===== src/sv/pmq_pkg.sv =====
// Shared codes for the partitioned multi-queue block.
`default_nettype none

package pmq_pkg;

  typedef enum logic [0:0] {
    OP_INSERT = 1'b0,
    OP_REMOVE = 1'b1
  } op_e;

  typedef enum logic [1:0] {
    ST_OK    = 2'd0,
    ST_FULL  = 2'd1,
    ST_EMPTY = 2'd2,
    ST_RANGE = 2'd3
  } status_e;

  localparam int unsigned QueueIndexWidth = 4;
  localparam int unsigned QueueCountWidth = 5;
  localparam int unsigned ItemWidth       = 32;

endpackage

`default_nettype wire


===== src/sv/partitioned_multi_queue.sv =====
// Several linear queues sharing one slot store, split into equal segments.
//
//   channel  direction  handshake                payload
//   in       sink       in_valid_i / in_stall_o   op_i, queue_index_i, item_value_i
//   out      source     out_valid_o / out_stall_i status_o, data_out_o
//   cfg      sink       cfg_valid_i / cfg_ready_o cfg_data_i (queue count)
//
// One beat per cycle while the result side is not stalled: the pointer update, the store write and the
// store read all happen at the edge that takes a beat, and the result register loads there.
// The store has a single read port, which feeds the result register.
// Reset clears all pointers and sets the queue count to one; the store is not cleared.
// A stalled result holds the register and stalls the input side until taken.
// A configuration write empties every queue in the same edge.
`default_nettype none

module partitioned_multi_queue #(
  parameter int unsigned TOTAL_SLOTS = 32,
  parameter int unsigned MAX_QUEUES  = 16,
  parameter int unsigned DATA_WIDTH  = 32
) (
  input  logic                                        clk_i,
  input  logic                                        rst_ni,
  input  logic                                        in_valid_i,
  output logic                                        in_stall_o,
  input  pmq_pkg::op_e                                op_i,
  input  logic [pmq_pkg::QueueIndexWidth-1:0]         queue_index_i,
  input  logic signed [pmq_pkg::ItemWidth-1:0]        item_value_i,
  output logic                                        out_valid_o,
  input  logic                                        out_stall_i,
  output pmq_pkg::status_e                            status_o,
  output logic signed [pmq_pkg::ItemWidth-1:0]        data_out_o,
  input  logic                                        cfg_valid_i,
  output logic                                        cfg_ready_o,
  input  logic [pmq_pkg::QueueCountWidth-1:0]         cfg_data_i
);
  import pmq_pkg::*;

  localparam int unsigned CountLimit = (1 << QueueCountWidth) - 1;
  localparam int unsigned CntMaxA    = (MAX_QUEUES < CountLimit) ? MAX_QUEUES : CountLimit;
  localparam int unsigned CntMax     = (CntMaxA < TOTAL_SLOTS) ? CntMaxA : TOTAL_SLOTS;
  localparam int unsigned CntIdxW    = (CntMax > 1) ? $clog2(CntMax) : 1;
  localparam int unsigned QIndexMax  = 1 << QueueIndexWidth;
  localparam int unsigned QDepth     = (CntMax < QIndexMax) ? CntMax : QIndexMax;
  localparam int unsigned QIdxW      = (QDepth > 1) ? $clog2(QDepth) : 1;
  localparam int unsigned PtrW       = $clog2(TOTAL_SLOTS + 1);
  localparam int unsigned AddrW      = $clog2(TOTAL_SLOTS);
  localparam int unsigned SlotW      = PtrW + QueueIndexWidth;

  // segment size for each queue count, worked out at elaboration
  logic [PtrW-1:0] seg_tab [CntMax];
  for (genvar g = 0; g < CntMax; g++) begin : g_seg
    localparam int unsigned SegG = TOTAL_SLOTS / (g + 1);
    assign seg_tab[g] = PtrW'(SegG);
  end

  logic [QueueCountWidth-1:0] count_q, count_d;
  logic [PtrW-1:0]            seg_q, seg_d;
  logic [PtrW-1:0]            head_q [QDepth];
  logic [PtrW-1:0]            tail_q [QDepth];
  logic [DATA_WIDTH-1:0]      store_q [TOTAL_SLOTS];
  logic [DATA_WIDTH-1:0]      rd_data_q;
  logic                       rd_ok_q;
  logic                       out_valid_q;
  status_e                    status_q;

  logic                       in_take;
  logic                       cfg_take;
  logic [QIdxW-1:0]           qi;
  logic [PtrW-1:0]            head_cur, tail_cur, head_inc;
  logic [SlotW-1:0]           base, slot;
  logic [AddrW-1:0]           addr;
  logic                       in_range;
  logic                       do_write, do_read;
  status_e                    status_d;

  assign cfg_ready_o = 1'b1;
  assign cfg_take    = cfg_valid_i;
  assign in_stall_o  = out_valid_q && out_stall_i;
  assign in_take     = in_valid_i && !in_stall_o;

  // effective count: zero acts as one, large values saturate
  always_comb begin
    count_d = cfg_data_i;
    if (cfg_data_i == '0) begin
      count_d = QueueCountWidth'(1);
    end else if (32'(cfg_data_i) > CntMax) begin
      count_d = QueueCountWidth'(CntMax);
    end
    seg_d = seg_tab[CntIdxW'(count_d - QueueCountWidth'(1))];
  end

  assign in_range = {1'b0, queue_index_i} < count_q;
  assign qi       = queue_index_i[QIdxW-1:0];
  assign head_cur = head_q[qi];
  assign tail_cur = tail_q[qi];
  assign head_inc = head_cur + PtrW'(1);
  assign base     = SlotW'(queue_index_i) * SlotW'(seg_q);

  always_comb begin
    status_d = ST_OK;
    do_write = 1'b0;
    do_read  = 1'b0;
    slot     = base + SlotW'(tail_cur);
    if (!in_range) begin
      status_d = ST_RANGE;
    end else if (op_i == OP_INSERT) begin
      if (tail_cur >= seg_q) begin
        status_d = ST_FULL;
      end else begin
        do_write = 1'b1;
      end
    end else begin
      slot = base + SlotW'(head_cur);
      if (tail_cur == '0) begin
        status_d = ST_EMPTY;
      end else begin
        do_read = 1'b1;
      end
    end
  end

  assign addr = slot[AddrW-1:0];

  always_ff @(posedge clk_i or negedge rst_ni) begin
    if (!rst_ni) begin
      count_q <= QueueCountWidth'(1);
      seg_q   <= PtrW'(TOTAL_SLOTS);
      for (int i = 0; i < QDepth; i++) begin
        head_q[i] <= '0;
        tail_q[i] <= '0;
      end
    end else if (cfg_take) begin
      // new partitioning: drop every queue
      count_q <= count_d;
      seg_q   <= seg_d;
      for (int i = 0; i < QDepth; i++) begin
        head_q[i] <= '0;
        tail_q[i] <= '0;
      end
    end else if (in_take) begin
      if (do_write) begin
        tail_q[qi] <= tail_cur + PtrW'(1);
      end else if (do_read) begin
        // drained: rewind both offsets to the segment base
        if (head_inc >= tail_cur) begin
          head_q[qi] <= '0;
          tail_q[qi] <= '0;
        end else begin
          head_q[qi] <= head_inc;
        end
      end
    end
  end

  always_ff @(posedge clk_i) begin
    if (in_take && do_write) begin
      store_q[addr] <= DATA_WIDTH'($unsigned(item_value_i));
    end
  end

  always_ff @(posedge clk_i) begin
    if (in_take && do_read) begin
      rd_data_q <= store_q[addr];
    end
  end

  always_ff @(posedge clk_i or negedge rst_ni) begin
    if (!rst_ni) begin
      out_valid_q <= 1'b0;
      rd_ok_q     <= 1'b0;
      status_q    <= ST_OK;
    end else if (!in_stall_o) begin
      out_valid_q <= in_take;
      if (in_take) begin
        rd_ok_q  <= do_read;
        status_q <= status_d;
      end
    end
  end

  assign out_valid_o = out_valid_q;
  assign status_o    = status_q;
  assign data_out_o  = rd_ok_q ? $signed(ItemWidth'(rd_data_q)) : '0;

endmodule

`default_nettype wire


===== config.mk =====
export PLATFORM = sky130hd
export DESIGN_NAME = partitioned_multi_queue
export DESIGN_NICKNAME = d
export VERILOG_FILES = /design/src/sv/pmq_pkg.sv /design/src/sv/partitioned_multi_queue.sv
export SDC_FILE = /design/constraint.sdc
export NUM_CORES = 2
export LEC_CHECK = 0
export ABC_AREA = 1
export BUFFER_PORTS_ARGS = -buffer_cell sky130_fd_sc_hd__buf_4
export CORE_ASPECT_RATIO = 0.7
export CORE_UTILIZATION = 52
export DETAILED_ROUTE_END_ITERATION = 6
export HOLD_SLACK_MARGIN = 0.15
export MAX_ROUTING_LAYER = met4
export PLACE_DENSITY = 0.66
export SLEW_MARGIN = 20
export SYNTH_ARGS = -nofsm -noshare
export SYNTH_HDL_FRONTEND = slang
export SYNTH_SLANG_ARGS = --single-unit

===== constraint.sdc =====
create_clock -name clk_i -period 6 [get_ports clk_i]
set_input_delay 1.2 -clock clk_i [delete_from_list [all_inputs] [get_ports clk_i]]
set_output_delay 1.2 -clock clk_i [all_outputs]
set_load 0.02 [all_outputs]

==> flow_summary.json <==
{
  "cpMostUsedCell": "nand2_1",
  "avgSynthCellArea_sq_um": 8.85,
  "boundaryPins": 84,
  "ant_nets": 0,
  "p_per_area_mw_per_mm2": 445,
  "cts.sinks": 1263,
  "fin_crit_ns": 5.04,
  "root_buffer": "clkbuf_16",
  "cts.path.max_buffers": 3,
  "max-cap-violations": 0,
  "grt_max_degree": 105,
  "nets": 6988,
  "p_leak_nw": 30.0,
  "ys_seq_elements": 1263,
  "cp_slowest_cell": "o21ai_0",
  "cts_tree": "yes",
  "finalCritPeriodShare_pct": 84.0,
  "routed_via_density": 5.71,
  "crit_buf_inv": 7,
  "grt_util_met3_pct": 7.02,
  "cts_resized": 0,
  "synthDominantCellAreaShare_pct": 52.6,
  "cp_data_arrival_time_ns": 5.67,
  "fmax_ghz": 0.198,
  "required_ns": 6.64,
  "slowest_delay_ns": 0.49,
  "yosysSeqAreaShare_pct": 61.2,
  "drtIter0Drc": 6027,
  "synth_top_cell_by_area": "edfxtp_1",
  "dr.pass1.iters": 6,
  "hp-class": "reg -> reg",
  "ir_drop_v": 0.000427,
  "via_count": 48755,
  "post_dp_cell_area_sq_mm": 0.0652,
  "clk_pin_slew_worst_paths_ns": 0.06,
  "worst_pin_slew_ns": 0.988,
  "busiest_layer": "met1",
  "die_w_microns": 409,
  "r2r_slack_ns": 1.73,
  "setup-violations-final": 0,
  "synth-edff-count": 1056,
  "crit_chain": "buf_4, inv_2, nand2_4, buf_4, o22ai_1, o21ai_0, nand4_2, ha_1, fa_1, buf_4, xnor2_1, nor2_1, a21oi_4, buf_12, inv_6, buf_12, nand2_1, nand2_1, nand2_1, nand2_1, nand2_1, nand2_1",
  "fin_util_pct": 60.3,
  "crit_type": "in -> reg",
  "maxSlewHeadroom_pct": 33.9,
  "rows": 104,
  "die_h_microns": 287,
  "htreeDepth": 3,
  "grt_overflow_total": 0,
  "initial_core_util_pct": 52.4,
  "slew_violations": 0,
  "grt_pass1_wl_microns": 278000,
  "synthCells": 6807,
  "ys.warnings.count": 0,
  "ys_async_sr_fraction_pct": 16.4,
  "cp_top_family": "buffers and inverters",
  "rsz0062_at_grt": "no",
  "gp_congestion": 1.02,
  "core_region_area_sq_mm": 0.115,
  "grt_use_met1_pct": 48.3,
  "wire_per_inst_microns": 21.6,
  "finalHoldViolCount": 0,
  "drcViolationCount": 0,
  "syn_nets": 6893,
  "yosys-top-cells-area": "edfxtp_1 53%, nand2_1 22%, dfrtp_1 8.5%, nand3_1 6.6%, o21ai_0 2.0%",
  "synth_flop_cell": "edfxtp_1",
  "ys_types": 41,
  "dieArea_sq_mm": 0.117,
  "crit_path_max_fanout": 37,
  "cts_setup_buffers": 0,
  "cts_inserted_buffers": 120,
  "track_usage_pct": 32.1,
  "grt_pass1_vias": 44642,
  "netlist_area_sq_mm": 0.0603,
  "dp_hpwl_microns": 118000,
  "use_met2_pct": 44.5,
  "insertion_delay_ns": 0.77,
  "cts_hold_buf": 0,
  "cp-start-kind": "input pin",
  "io_buffers": 82,
  "routed_wl_microns": 185000,
  "syn2layout_area_growth_pct": 14.9,
  "drive_gt1_share_pct": 9.65,
  "outcome": "finished, final reports clean",
  "endpoint_kind": "flip-flop",
  "antenna_found_initial": 2,
  "skew_ns": 0.0623,
  "design_area_sq_mm": 0.0693
}
layout by cell type (no fill, tap or decap), types with 14 or more instances in the layout:
cell,count
a21oi_1,81
buf_12,131
buf_4,273
clkbuf_1,20
clkbuf_16,120
clkinv_1,24
clkinv_2,20
dfrtp_1,204
edfxtp_1,1056
ha_1,34
inv_1,200
inv_2,14
nand2_1,3456
nand3_1,789
nand4_1,21
nor2_1,77
nor2_4,35
o21ai_0,243
o21ai_1,50
o22ai_1,27
layout make-up:
class | count | area [sq um]
Fill cell | 9708 | 45600
Inverter | 220 | 845
Multi-Input combinational cell | 4892 | 20900
Clock buffer | 142 | 3110
Antenna cell | 3 | 7.51
Timing Repair Buffer | 405 | 4690
Tap cell | 1537 | 1920
Sequential cell | 1263 | 36900
Clock inverter | 80 | 902
per-stage QoR:
step / hold WS [ns] / cells / TNS [ns] / worst slack [ns] / power [mW]
after floorplan: 0.449 / 6807 / -157.09 / -0.187 / 18.1
after global placement: 0.466 / 8317 / 0 / 0.534 / 22.7
after detailed placement: 0.465 / 8317 / 0 / 0.487 / 22.9
after CTS: 0.483 / 8539 / 0 / 1.28 / 30.6
after global routing: 0.509 / 8540 / 0 / 0.957 / 32.4
final: 0.480 / 8542 / 0 / 0.961 / 30.8
worst paths after layout:
kind	end	startpoint	cells after the start
worst max-delay path	rd_data_q[28]	queue_index_i[1]	22
worst min-delay path	head_q[50]	head_q[50]	2
worst max register to register	rd_data_q[6]	seg_q[2]	17
worst min register to register	head_q[50]	head_q[50]	2
max in group asynchronous	rd_ok_q	rst_ni	2
min in group asynchronous	tail_q[52]	rst_ni	1
registers in the layout, indices dropped and copies added (netlist names):
register,count
store_q,1024
tail_q,96
count_q,5
rd_ok_q,1
out_valid_o,1
seg_q,6
status_o,2
rd_data_q,32
head_q,96
power by group:
part	internal [mW]	leakage (nW)	switching [mW]
clock	4.29	1.92	3.49
sequential	10.2	12.3	0.462
combinational	3.90	15.8	8.50
tightest hold or removal path: cells and delay by family (launching register included):
family	cells	cell delay, ns
simple gates	2	0.10
flops	1	0.34
cells in the mapped netlist (11+ instances only):
cell,number
o21ai_1,50
buf_2,135
o22ai_1,27
inv_2,15
inv_1,202
a21oi_1,81
buf_1,53
nand4_1,21
dfrtp_1,205
nor2_1,109
edfxtp_1,1056
buf_4,23
o21ai_0,243
nand2_1,3461
clkbuf_1,215
nand3_1,789
ha_1,34
a22oi_1,11
routing by layer:
metal	wire length (microns)	up-vias
met5	0	-
met4	3320	0
met3	20900	234
met2	79300	2495
met1	81100	23432
li1	-	22594
cells by family (layout without fill, tap and decap cells):
kind of cell | count (synthesis) | count (layout) | share of synthesized area (%)
xor gates and xnor gates | 12 | 12 | 0.174
other | 1 | 4 | 0.00622
and+or+nand+nor | 4414 | 4414 | 29.5
DFF | 1263 | 1263 | 61.2
AOI/OAI and AO/OA | 426 | 426 | 3.72
buffers and inverters | 652 | 847 | 4.55
adders and majority gates | 39 | 39 | 0.872
(Power assumes the default switching activity.)
